--- src/sv/hrlp_pkg.sv ---
// Shared types and constants for the HTTP request line parser.
package hrlp_pkg;

    typedef enum logic [2:0] {
        PH_METHOD = 3'd0,
        PH_TARGET = 3'd1,
        PH_EXTRA  = 3'd2,
        PH_CR     = 3'd3,
        PH_END    = 3'd4,
        PH_ERROR  = 3'd5
    } t_phase;

    localparam logic [1:0] CODE_GET  = 2'd0;
    localparam logic [1:0] CODE_HEAD = 2'd1;
    localparam logic [1:0] CODE_POST = 2'd2;
    localparam logic [1:0] CODE_NONE = 2'd3;

    localparam int NAME_COUNT = 3;

    localparam logic [7:0] CHAR_SP = 8'h20;
    localparam logic [7:0] CHAR_CR = 8'h0D;
    localparam logic [7:0] CHAR_LF = 8'h0A;

    // Method names, one row per name, padded with NUL.
    localparam logic [7:0] NAME_CHARS [NAME_COUNT][4] = '{
        '{8'h47, 8'h45, 8'h54, 8'h00},  // GET
        '{8'h48, 8'h45, 8'h41, 8'h44},  // HEAD
        '{8'h50, 8'h4F, 8'h53, 8'h54}   // POST
    };
    localparam logic [2:0] NAME_LEN [NAME_COUNT] = '{3'd3, 3'd4, 3'd4};

    typedef struct packed {
        t_phase     phase;
        logic [1:0] method_code;
        logic       uri_byte_valid;
        logic [7:0] uri_byte;
        logic [7:0] uri_index;
        logic [7:0] uri_length;
    } t_result;

endpackage

--- src/sv/hrlp_parse_core.sv ---
// Parser state registers and the per-byte next-state and result logic.
module hrlp_parse_core #(
    parameter int URI_LIMIT = 255
) (
    input  logic               i_clk,
    input  logic               i_rst_n,
    input  logic               i_accept,
    input  logic [7:0]         i_byte_in,
    input  logic               i_first,
    output hrlp_pkg::t_result  o_result
);

    localparam int CNT_W = $clog2(URI_LIMIT + 1);
    localparam int EXT_W = (CNT_W > 8) ? CNT_W : 8;

    hrlp_pkg::t_phase r_phase, n_phase, b_phase;
    logic [2:0]       r_alive, n_alive, b_alive;
    logic [2:0]       r_pos, n_pos, b_pos;
    logic [1:0]       r_method, n_method, b_method;
    logic [CNT_W-1:0] r_count, n_count, b_count;
    logic             uri_valid;
    logic [CNT_W-1:0] uri_idx;
    logic [1:0]       code;
    logic [EXT_W-1:0] idx_ext;
    logic [EXT_W-1:0] len_ext;

    always_comb begin
        // Restart before this byte when first is set.
        b_phase  = i_first ? hrlp_pkg::PH_METHOD : r_phase;
        b_alive  = i_first ? 3'b111 : r_alive;
        b_pos    = i_first ? 3'd0 : r_pos;
        b_method = i_first ? hrlp_pkg::CODE_NONE : r_method;
        b_count  = i_first ? '0 : r_count;

        n_phase   = b_phase;
        n_alive   = b_alive;
        n_pos     = b_pos;
        n_method  = b_method;
        n_count   = b_count;
        uri_valid = 1'b0;
        uri_idx   = '0;
        code      = hrlp_pkg::CODE_NONE;

        case (b_phase)
            hrlp_pkg::PH_METHOD: begin
                if (i_byte_in == hrlp_pkg::CHAR_SP) begin
                    for (int k = 0; k < hrlp_pkg::NAME_COUNT; k++) begin
                        if (b_alive[k] && (hrlp_pkg::NAME_LEN[k] == b_pos)) begin
                            code = 2'(k);
                        end
                    end
                    n_method = code;
                    n_phase  = hrlp_pkg::PH_TARGET;
                end else begin
                    for (int k = 0; k < hrlp_pkg::NAME_COUNT; k++) begin
                        if (!((b_pos < hrlp_pkg::NAME_LEN[k]) &&
                              (hrlp_pkg::NAME_CHARS[k][b_pos[1:0]] == i_byte_in))) begin
                            n_alive[k] = 1'b0;
                        end
                    end
                    if (b_pos != 3'd7) begin
                        n_pos = b_pos + 3'd1;
                    end
                end
            end
            hrlp_pkg::PH_TARGET: begin
                if (i_byte_in == hrlp_pkg::CHAR_SP) begin
                    n_phase = hrlp_pkg::PH_EXTRA;
                end else if (b_count < CNT_W'(URI_LIMIT)) begin
                    uri_valid = 1'b1;
                    uri_idx   = b_count;
                    n_count   = b_count + CNT_W'(1);
                end else begin
                    n_phase = hrlp_pkg::PH_ERROR;
                end
            end
            hrlp_pkg::PH_EXTRA: begin
                if (i_byte_in == hrlp_pkg::CHAR_CR) begin
                    n_phase = hrlp_pkg::PH_CR;
                end
            end
            hrlp_pkg::PH_CR: begin
                n_phase = (i_byte_in == hrlp_pkg::CHAR_LF) ? hrlp_pkg::PH_END
                                                           : hrlp_pkg::PH_ERROR;
            end
            default: begin
                n_phase = hrlp_pkg::PH_ERROR;
            end
        endcase

        idx_ext = EXT_W'(uri_idx);
        len_ext = EXT_W'(n_count);

        o_result.phase          = n_phase;
        o_result.method_code    = (n_phase == hrlp_pkg::PH_METHOD) ? hrlp_pkg::CODE_NONE
                                                                   : n_method;
        o_result.uri_byte_valid = uri_valid;
        o_result.uri_byte       = uri_valid ? i_byte_in : 8'd0;
        o_result.uri_index      = idx_ext[7:0];
        o_result.uri_length     = len_ext[7:0];
    end

    always_ff @(posedge i_clk) begin
        if (!i_rst_n) begin
            r_phase  <= hrlp_pkg::PH_METHOD;
            r_alive  <= 3'b111;
            r_pos    <= 3'd0;
            r_method <= hrlp_pkg::CODE_NONE;
            r_count  <= '0;
        end else if (i_accept) begin
            r_phase  <= n_phase;
            r_alive  <= n_alive;
            r_pos    <= n_pos;
            r_method <= n_method;
            r_count  <= n_count;
        end
    end

endmodule

--- src/sv/hrlp_out_stage.sv ---
// Result register with valid/stall handshake toward the consumer.
module hrlp_out_stage (
    input  logic               i_clk,
    input  logic               i_rst_n,
    input  logic               i_load,
    input  hrlp_pkg::t_result  i_result,
    input  logic               i_stall,
    output logic               o_free,
    output logic               o_valid,
    output hrlp_pkg::t_result  o_result
);

    logic              r_valid;
    hrlp_pkg::t_result r_result;

    // Free when empty or when the held beat leaves this cycle.
    assign o_free   = !r_valid || !i_stall;
    assign o_valid  = r_valid;
    assign o_result = r_result;

    always_ff @(posedge i_clk) begin
        if (!i_rst_n) begin
            r_valid <= 1'b0;
        end else if (o_free) begin
            r_valid <= i_load;
        end
    end

    always_ff @(posedge i_clk) begin
        if (i_load) begin
            r_result <= i_result;
        end
    end

endmodule

--- src/sv/http_request_line_parser_unit.sv ---
// Top level of the HTTP request line parser: one byte in, one result out.
//
// Feed one byte of a request line per input beat; raise i_first with the
// first byte of each line to restart parsing. Every accepted byte yields
// exactly one result beat carrying the phase after that byte (method,
// target, extra, after CR, end, error), the recognized method (GET, HEAD,
// POST, or not supported / still undecided), and, for target bytes, the
// byte itself with its index and the running target length. Up to URI_LIMIT
// target bytes are taken; one more gives error, which holds until i_first.
// Throughput is one byte per cycle while the consumer does not stall: the phase
// machine and the three-name compare settle between the parser state
// registers and a single result register. o_stall is high only while a
// result beat is held and the consumer stalls.
module http_request_line_parser_unit #(
    parameter int URI_LIMIT = 255
) (
    input  logic       i_clk,
    input  logic       i_rst_n,
    input  logic       i_valid,
    output logic       o_stall,
    input  logic [7:0] i_byte_in,
    input  logic       i_first,
    output logic       o_valid,
    input  logic       i_stall,
    output logic [2:0] o_phase,
    output logic [1:0] o_method_code,
    output logic       o_uri_byte_valid,
    output logic [7:0] o_uri_byte,
    output logic [7:0] o_uri_index,
    output logic [7:0] o_uri_length
);

    logic              out_free;
    logic              accept;
    hrlp_pkg::t_result next_result;
    hrlp_pkg::t_result held_result;

    // Accept a byte whenever the result register can take its beat.
    assign o_stall = !out_free;
    assign accept  = i_valid && out_free;

    hrlp_parse_core #(
        .URI_LIMIT (URI_LIMIT)
    ) u_core (
        .i_clk     (i_clk),
        .i_rst_n   (i_rst_n),
        .i_accept  (accept),
        .i_byte_in (i_byte_in),
        .i_first   (i_first),
        .o_result  (next_result)
    );

    hrlp_out_stage u_out (
        .i_clk    (i_clk),
        .i_rst_n  (i_rst_n),
        .i_load   (accept),
        .i_result (next_result),
        .i_stall  (i_stall),
        .o_free   (out_free),
        .o_valid  (o_valid),
        .o_result (held_result)
    );

    // Unpack the held result onto the field ports.
    assign o_phase          = held_result.phase;
    assign o_method_code    = held_result.method_code;
    assign o_uri_byte_valid = held_result.uri_byte_valid;
    assign o_uri_byte       = held_result.uri_byte;
    assign o_uri_index      = held_result.uri_index;
    assign o_uri_length     = held_result.uri_length;

    // Stall upstream only while a beat is held.
    a_stall_needs_beat: assert property (@(posedge i_clk) disable iff (!i_rst_n)
        o_stall |-> o_valid)
        else $error("stall raised with empty result register");

    // A target byte beat carries the target phase.
    a_uri_in_target: assert property (@(posedge i_clk) disable iff (!i_rst_n)
        (o_valid && o_uri_byte_valid) |-> (o_phase == hrlp_pkg::PH_TARGET))
        else $error("target byte outside target phase");

    // Length runs one ahead of the index of the byte just taken.
    a_len_follows_index: assert property (@(posedge i_clk) disable iff (!i_rst_n)
        (o_valid && o_uri_byte_valid) |-> (o_uri_length == 8'(o_uri_index + 8'd1)))
        else $error("target length does not follow index");

    // No method is reported while still in method phase.
    a_method_undecided: assert property (@(posedge i_clk) disable iff (!i_rst_n)
        (o_valid && (o_phase == hrlp_pkg::PH_METHOD)) |->
            (o_method_code == hrlp_pkg::CODE_NONE))
        else $error("method reported during method phase");

    // Non-target beats carry zero byte and index.
    a_idle_fields_zero: assert property (@(posedge i_clk) disable iff (!i_rst_n)
        (o_valid && !o_uri_byte_valid) |-> ((o_uri_byte == 8'd0) && (o_uri_index == 8'd0)))
        else $error("target fields set on non-target beat");

endmodule
--- config.mk ---
export PLATFORM = sky130hd
export DESIGN_NAME = http_request_line_parser_unit
export DESIGN_NICKNAME = d
export VERILOG_FILES = /design/src/sv/hrlp_pkg.sv /design/src/sv/hrlp_parse_core.sv /design/src/sv/hrlp_out_stage.sv /design/src/sv/http_request_line_parser_unit.sv
export SDC_FILE = /design/constraint.sdc
export NUM_CORES = 1
export LEC_CHECK = 0
export ABC_CLOCK_PERIOD_IN_PS = 2550
export CAP_MARGIN = 40
export CORE_AREA = 2 2 80 82
export DETAILED_ROUTE_END_ITERATION = 10
export DIE_AREA = 0 0 82 84
export DONT_BUFFER_PORTS = 1
export GPL_TIMING_DRIVEN = 1
export HOLD_SLACK_MARGIN = 0.03
export PLACE_DENSITY_LB_ADDON = 0.1
export SLEW_MARGIN = 20
export SYNTH_ARGS = -nofsm -noshare
export SYNTH_HDL_FRONTEND = slang
export SYNTH_SLANG_ARGS = --single-unit
--- constraint.sdc ---
create_clock -name i_clk -period 2.55 [get_ports i_clk]
set_input_delay 0.1275 -clock i_clk [delete_from_list [all_inputs] [get_ports i_clk]]
set_output_delay 0.1275 -clock i_clk [all_outputs]
set_load 0.05 [all_outputs]
==> results.toml, run 1 <==
[worst_setup_path]
cp_slowest_stage_delay_ns = 0.33
worstPathRequired_ns = 2.77
critPathBufInv = 0
start_kind = "register"
worst-r2r-setup-slack_ns = 0.32
path_class = "register to register"
reg2reg_depth = 7
r2r-end = "u_core.r_pos[0]"
crit_arrival_ns = 2.45
cp_slowest_cell = "dfxtp_1"
critPathMaxFanout = 6
r2r_start = "u_core.r_count[1]"
cp_cell_sequence = "nor2b_1 -> ha_1 -> and3b_1 -> and3_1 -> a21oi_1 -> o211a_1 -> o311ai_1"
crit_family = "simple AND/OR/NAND/NOR gates"
cp-end-kind = "register"

[power_and_ir_drop]
p_sw_share_pct = 26.9
total_power_mw = 1.71
power_frac_clock_pct = 32.8
p_sw_mw = 0.459
leakage_nw = 1.06
combPwrFrac_pct = 8.8
intPower_mw = 1.25
seq_power_share_pct = 58.4
irDropWorstVdd_mv = 0.292
power_density_nw_per_um2 = 591

[routing]
antenna_left = 0
drt-initial-drc-count = 227
via_per_inst = 6.03
wl_per_cell_um = 18.4
drc = 0
wirelength_um = 6320
vias = 2073
firstDrtPassIters = 6

[min_path]
whs_endpoint = "u_core.r_pos[1]"
hold_start = "i_first"
holdCritPathClass = "primary input to register"
hold_depth = 3

[clock_network]
clockBufferDepth = 2
numCtsBuffers = 5
cts_tree = "built"
cts_setup_buffers = 0
clk_pin_slew_ns = 0.10
insertion_delay_ns = 0.31
root_buffer = "clkbuf_8"
clock-sinks = 50
htreeDepth = 2

[finish]
mostFrequentLayoutCell = "edfxtp_1"
synthToLayoutAreaGrowth_pct = 8.77
fill_cells = 577
antennaDiodeCount = 0
layout_common_cells = "edfxtp_1, nand2_1, dfxtp_1"
drive_above_1_share_pct = 10.1
finalNonFillerCells = 344
nets = 280

[timing]
rsz0062_at_grt = "no"
finalSetupViolations = 0
hold_violations = 0
min_period_over_period_pct = 87.4
final.min_clock_period_ns = 2.23
clock_skew_ns = 0.0108
max_freq_mhz = 449
fin_tns_setup_ns = 0
final-max-slew-violation-count = 0
worst_pin_slew_ns = 0.612
timing.final.ws_setup_ns = 0.321
slew_headroom_pct = 59.0

[die]
start_util_pct = 43.5
ios = 45
core_um2 = 6100
die_area_um2 = 6890
die-height_um = 84
die_w_um = 82
row_count = 29

[synthesis]
ys.flop_type = "edfxtp_1"
synth_seq_cells = 50
synth_fp_nets = 278
synth-async-reset-ratio_pct = 0
syn_inst = 264
synth_largest_area_cell = "edfxtp_1"
synth-seq-area-share_pct = 49.1
synth_cell_type_count = 59
yosys_warnings = 0
synth_edf_count = 30
synthTopCellsByArea = "edfxtp_1, dfxtp_1, and3_1"
syn_avg_cell_area_um2 = 10.0
synth_area_um2 = 2650
synth_top_area_share_pct = 34.0

[global_route]
grt_max_degree = 35
grt_pass1_vias = 2052
antenna_found_initial = 0
grt-ovfl-total = 0
grt_pass1_wl_um = 10600
grt_usage_pct = 20.1

[outcome]
status = "completed"

[place]
routabilityCongestion = 0.872
dp_hpwl_um = 4290
pre_cts_slack_ns = 0.333
port-buffer-count = 0
dp.cells = 333

[run]
cap_violations = 0
[state kept, by name, summed over array words and instances (netlist names)]
name             count
u_core.r_method      2
u_out.o_result      30
u_core.r_count       8
u_core.r_alive       3
u_core.r_phase       3
u_out.o_valid        1
u_core.r_pos         3
[synthesized netlist by cell type (all sizes together), types with 2 or more instances]
cell	instances
mux2i	3
a31oi	6
a21oi	15
nor4	3
o21ai	9
dfxtp	20
nor2b	8
mux2	2
nor3b	2
o32ai	2
xnor2	4
nor4b	3
o211ai	6
nand2	21
nor2	16
nand2b	5
o2111ai	2
nor3	12
inv	11
and3	13
and2	2
buf	6
o211a	4
clkbuf	11
xor2	2
o21a	2
or2	3
nand4	5
a2111oi	3
and3b	2
edfxtp	30
nand3	8
and4b	3
[tightest hold or removal path: stages]
cell and delay (ns):
nor2b_1 0.04, nand2_1 0.06, o211ai_1 0.07
[worst max path at each step]
stage | depth (start not counted) | from | slack (ns) | endpoint
after floorplan | 7 | u_out.o_valid | 0.12 | u_core.r_phase[2]
after global placement | 7 | u_core.r_count[1] | 0.37 | u_core.r_pos[0]
after detailed placement | 7 | u_core.r_count[1] | 0.33 | u_core.r_pos[0]
after CTS | 7 | u_core.r_count[1] | 0.31 | u_core.r_pos[0]
after global routing | 7 | u_core.r_count[1] | 0.07 | u_core.r_count[6]
final | 7 | u_core.r_count[1] | 0.32 | u_core.r_pos[0]
[cell type report]
type / instances / area [µm²] / share of cell area (%)
clock buffers: 6 / 72.6 / 2.52
clock inverters: 2 / 37.5 / 1.30
inverters: 12 / 45.0 / 1.56
multi-input cells: 185 / 1220 / 42.4
flip-flops and latches: 50 / 1300 / 45.1
well taps: 77 / 96.3 / 3.34
repair buffers: 12 / 110 / 3.82
[logic make-up after synthesis]
kind of cell             synth area share, %
multiplexers                            1.98
XOR/XNOR                                1.98
buffers and inverters                   4.86
flip-flops                              49.1
adder cells (fa/ha/maj)                0.472
AO/OA/AOI/OAI                           16.7
AND/OR/NAND/NOR                         24.9
[through the flow]
step / instance area [µm²] / hold slack, ns / utilization [%]
CTS: 2890 / 0.0370 / 47.3
floorplan: 2650 / 0.252 / -
finish: 2890 / 0.0459 / 47.3
global placement: 2750 / 0.225 / 45.0
detailed placement: 2750 / 0.223 / 45.0
global route: 2890 / 0.0478 / 47.3
[routing by layer]
metal	global-route usage, %	up-vias	part of all wire, %
li1	-	1001	-
met1	29.2	966	46
met2	28.0	94	45
met3	5.95	12	7.3
met4	6.67	0	1.9
met5	0	-	0
[power groups by stage]
stage	logic [mW]	registers [mW]	clock network, mW
final	0.150	0.996	0.559
after global placement	0.141	1.01	0
after floorplan	0.118	1.01	0
after global routing	0.168	1.00	0.612
after detailed placement	0.141	1.01	0
after CTS	0.150	0.996	0.576
[repair_timing]
action | CTS | global route
gates resized for setup | 0 | 0
setup endpoints to repair | 0 | 0
hold buffers | 3 | 0
endpoints found under the hold margin | 13 | 0
Power figures use the tool's default switching activity.
==> inputs of run 2 (changes only) <==
--- a/config.mk
+++ b/config.mk
@@ -13,7 +13,7 @@
 export DONT_BUFFER_PORTS = 1
 export GPL_TIMING_DRIVEN = 1
 export HOLD_SLACK_MARGIN = 0.03
-export PLACE_DENSITY_LB_ADDON = 0.1
+export PLACE_DENSITY = 0.64
 export SLEW_MARGIN = 20
 export SYNTH_ARGS = -nofsm -noshare
 export SYNTH_HDL_FRONTEND = slang
==> run 2 against run 1 <==
Clock-buffer cell count increased by 1. Design area decreased by 0.35%. Flip-flop and latch count unchanged. Largest cell class unchanged. First-iteration DRC count decreased by 29%. Clock power increased by 3.9%. Core utilization decreased by 0.16 points. Highest routed layer unchanged. Sequential power about the same. Non-clock buffer count decreased by 1.
==> results.toml, run 2 (synthesis results as in run 1) <==
[timing]
clock_skew_ns = 0.00359
final-max-slew-violation-count = 0
slew_headroom_pct = 57.3
min_period_over_period_pct = 88.3
max_freq_mhz = 444
hold_violations = 0
worst_pin_slew_ns = 0.638
finalSetupViolations = 0
timing.final.ws_setup_ns = 0.297
final.min_clock_period_ns = 2.25
fin_tns_setup_ns = 0
rsz0062_at_grt = "no"

[finish]
fill_cells = 588
antennaDiodeCount = 0
mostFrequentLayoutCell = "edfxtp_1"
drive_above_1_share_pct = 10.2
largest_reg_flops = 30
nets = 279
layout_common_cells = "edfxtp_1, nand2_1, dfxtp_1"
synthToLayoutAreaGrowth_pct = 8.40
finalNonFillerCells = 343
postLayoutCoreUtil_pct = 47.2

[global_route]
grt_max_degree = 29
antenna_found_initial = 0
grt-ovfl-total = 0
grtUsageMet1_pct = 25.3
grt_pass1_vias = 2052
grt_util_met2_pct = 30.5
grt_usage_pct = 19.1
grt_pass1_wl_um = 10200
gr-max-usage-layer = "met2"
use_met3_pct = 3.46

[min_path]
whs_endpoint = "u_out.o_result[19]"
holdCritPathClass = "primary input to register"
hold_start = "i_byte_in[3]"
hold_depth = 1

[worst_setup_path]
reg2reg_depth = 7
cp-end-kind = "register"
cp_cell_sequence = "nor2b_1 -> ha_1 -> and3b_1 -> and3_1 -> a21oi_2 -> o211a_1 -> o311ai_1"
start_kind = "register"
cp_slowest_stage_delay_ns = 0.39
r2r-end = "u_core.r_pos[0]"
crit_arrival_ns = 2.46
r2r_start = "u_core.r_count[1]"
worst-r2r-setup-slack_ns = 0.30
worstPathRequired_ns = 2.76
path_class = "register to register"
cp_slowest_cell = "and3_1"
critPathMaxFanout = 8

[place]
port-buffer-count = 0
dp.cells = 332
dp_hpwl_um = 4340
routabilityCongestion = 0.841
pre_cts_slack_ns = 0.266

[clock_network]
clockBufferDepth = 2
root_buffer = "clkbuf_8"
cts_tree = "built"
clk_pin_slew_ns = 0.09
htreeDepth = 2
cts_setup_buffers = 0
numCtsBuffers = 5
insertion_delay_ns = 0.30
clock-sinks = 50

[power_and_ir_drop]
irDropWorstVdd_mv = 0.226
power_density_nw_per_um2 = 599
leakage_nw = 1.06
total_power_mw = 1.72

[routing]
via_per_inst = 6.10
firstDrtPassIters = 4
drc = 0
drt-initial-drc-count = 161
wl_per_cell_um = 18.2
vias = 2092
antenna_left = 0
wirelength_um = 6240

[die]
row_count = 29
die_w_um = 82
die_area_um2 = 6890
die-height_um = 84
ios = 45
core_um2 = 6100
start_util_pct = 43.5

[outcome]
status = "completed"

[run]
cap_violations = 0
[run 2: cell types whose count changed in the layout (fill, tap and decap cells not counted), sizes merged]
cell / delta
clkbuf: +1
buf: -1
clkinvlp: -1
[run 2: area by class of cell]
class	instances	area (µm²)	area share [%]
Tap cell	77	96.3	3.35
Clock buffer	7	86.3	3.00
Clock inverter	1	30.0	1.04
Timing Repair Buffer	11	90.1	3.13
Multi-Input combinational cell	185	1230	42.6
Inverter	12	45.0	1.57
Sequential cell	50	1300	45.3
[run 2: worst max-delay path by stage]
| stage | slack [ns] | start | cells after the start | to |
|---|---|---|---|---|
| 2_1_floorplan | 0.12 | u_out.o_valid | 7 | u_core.r_phase[2] |
| 6_report | 0.30 | u_core.r_count[1] | 7 | u_core.r_pos[0] |
| 4_1_cts | 0.25 | u_core.r_count[1] | 7 | u_core.r_pos[0] |
| 3_3_place_gp | 0.35 | u_core.r_count[1] | 7 | u_core.r_pos[0] |
| 5_1_grt | 0.11 | u_core.r_count[1] | 7 | u_core.r_pos[0] |
| 3_5_place_dp | 0.27 | u_core.r_count[1] | 7 | u_out.o_result[26] |
[run 2: power breakdown]
part           internal (mW)  switching [mW]  leakage (nW)
clock                  0.320           0.260        0.0585
combinational         0.0563          0.0912         0.538
sequential             0.895           0.100         0.461
[run 2: through the flow]
step           cell area (µm²)  hold WS [ns]
2_1_floorplan             2650         0.252
3_3_place_gp              2730         0.224
3_5_place_dp              2730         0.231
4_1_cts                   2870        0.0349
5_1_grt                   2880        0.0477
6_report                  2880        0.0477
[run 2: worst max-delay path: cells and delay by family, from the launching register on]
family | cells | cell delay, ns
compound gates | 3 | 0.67
fa+ha+maj | 1 | 0.32
flops | 1 | 0.33
simple gates | 3 | 0.87
[run 2: what timing repair did]
item / in CTS / in global routing
gates resized for setup: 0 / 1
endpoints found under the hold margin: 13 / 0
hold buffers: 3 / 0
endpoints found under the setup margin: 0 / 1
[run 2: metal layers]
layer	share of wire [%]	vias up
met5	0	-
met4	2.3	0
met3	5.0	11
met2	48	84
met1	44	1005
li1	-	992
==> inputs of run 3 (changes only) <==
--- a/config.mk
+++ b/config.mk
@@ -13,7 +13,8 @@
 export DONT_BUFFER_PORTS = 1
 export GPL_TIMING_DRIVEN = 1
 export HOLD_SLACK_MARGIN = 0.03
-export PLACE_DENSITY = 0.64
+export PLACE_DENSITY_LB_ADDON = 0.15
+export RECOVER_POWER = 100
 export SLEW_MARGIN = 20
 export SYNTH_ARGS = -nofsm -noshare
 export SYNTH_HDL_FRONTEND = slang
==> run 3 against run 2 <==
Sequential share of layout area increased by 0.48 points. Worst hold slack got worse by 0.0080 ns. Routed wire length increased by 1.7%. Worst setup slack got worse by 0.071 ns.
==> results.toml, run 3 (synthesis results as in run 1) <==
[outcome]
status = "completed"

[global_route]
grt_pass1_wl_um = 10300
grt_max_degree = 31
grt_usage_pct = 19.2
grt_pass1_vias = 1945
antenna_found_initial = 0
grt-ovfl-total = 0

[clock_network]
cts_tree = "built"
cts-hold-fix-buffers = 3
clk_pin_slew_ns = 0.10
cts_resized = 0
clock-sinks = 50
insertion_delay_ns = 0.31
root_buffer = "clkbuf_8"
cts_setup_buffers = 0
numCtsBuffers = 5
htreeDepth = 2
clockBufferDepth = 2

[routing]
vias = 2096
drt-initial-drc-count = 221
via_per_inst = 6.09
firstDrtPassIters = 5
wirelength_um = 6350
wl_per_cell_um = 18.4
drc = 0
antenna_left = 0

[finish]
largest_reg_flops = 30
fill_cells = 586
multi_input_area_um2 = 1210
synthToLayoutAreaGrowth_pct = 7.26
ff_latch_area_um2 = 1300
antennaDiodeCount = 0
postLayoutCoreUtil_pct = 46.7
drive_above_1_share_pct = 8.61
nets = 280
mostFrequentLayoutCell = "edfxtp_1"
layout_common_cells = "edfxtp_1, nand2_1, dfxtp_1"

[place]
port-buffer-count = 0
pre_cts_slack_ns = 0.273
routabilityCongestion = 0.855
dp_hpwl_um = 4280

[min_path]
hold_start = "i_byte_in[2]"
holdCritPathClass = "primary input to register"
whs_endpoint = "u_out.o_result[18]"
hold_depth = 1

[power_and_ir_drop]
total_power_mw = 1.71
irDropWorstVdd_mv = 0.336
leakage_nw = 1.04
power_density_nw_per_um2 = 602

[die]
core_um2 = 6100
die-height_um = 84
ios = 45
start_util_pct = 43.5
die_area_um2 = 6890
row_count = 29
die_w_um = 82

[worst_setup_path]
crit_arrival_ns = 2.53
r2r_start = "u_out.o_valid"
critPathMaxFanout = 30
reg2reg_depth = 7
worstPathRequired_ns = 2.76
r2r-end = "u_core.r_count[5]"
worst-r2r-setup-slack_ns = 0.23
cp-end-kind = "register"
path_class = "register to register"
start_kind = "register"

[run]
cap_violations = 0

[timing]
final.min_clock_period_ns = 2.32
max_freq_mhz = 430
worst_pin_slew_ns = 0.717
final-max-slew-violation-count = 0
slew_headroom_pct = 52.2
min_period_over_period_pct = 91.1
clock_skew_ns = 0.00663
rsz0062_at_grt = "no"
hold_violations = 0
finalSetupViolations = 0
timing.final.ws_setup_ns = 0.227
fin_tns_setup_ns = 0
finalHoldWorstSlack_ns = 0.0396
run 3: layout make-up:
cell class,instances,share of cell area [%]
sequential,50,45.7
multi-input combinational,185,42.5
tap,77,3.39
timing repair buffer,12,2.81
clock buffer,5,2.42
inverter,12,1.58
clock inverter,3,1.54
run 3: power breakdown:
group	internal (mW)	leakage, nW	switching [mW]	total, mW
clock	0.294	0.0585	0.279	0.573
sequential	0.896	0.461	0.101	0.997
combinational	0.0535	0.523	0.0899	0.143
run 3: worst max-delay path by stage:
stage / start / endpoint / slack [ns] / cells past startpoint
after floorplan: u_out.o_valid / u_core.r_phase[2] / 0.12 / 7
after global routing: u_out.o_valid / u_core.r_count[5] / 0.05 / 7
after CTS: u_core.r_count[1] / u_core.r_count[1] / 0.26 / 8
final: u_out.o_valid / u_core.r_count[5] / 0.23 / 7
after global placement: u_core.r_count[1] / u_core.r_count[1] / 0.34 / 8
after detailed placement: u_core.r_count[1] / u_core.r_count[1] / 0.27 / 8
run 3: critical path, cell delays in order, from the launching register on:
cell	delay, ns
dfxtp_1	0.34
and2_0	0.12
clkbuf_1	0.50
nand2b_1	0.21
inv_1	0.06
clkbuf_2	0.43
or2_2	0.44
o211a_1	0.12
run 3: per-layer routing:
metal  track usage [%]  up-vias  wire (µm)
met2              27.9       81       2790
met1              28.7     1004       3090
met5                 0        -          0
met4              5.15        0         94
met3              4.00        9        372
li1                  -     1002          -
run 3: stage by stage:
| step | cell area [µm²] | cells |
|---|---|---|
| finish | 2850 | 344 |
| global route | 2850 | 344 |
| CTS | 2880 | 344 |
| detailed placement | 2730 | 333 |
| global placement | 2730 | 333 |
| floorplan | 2650 | 264 |
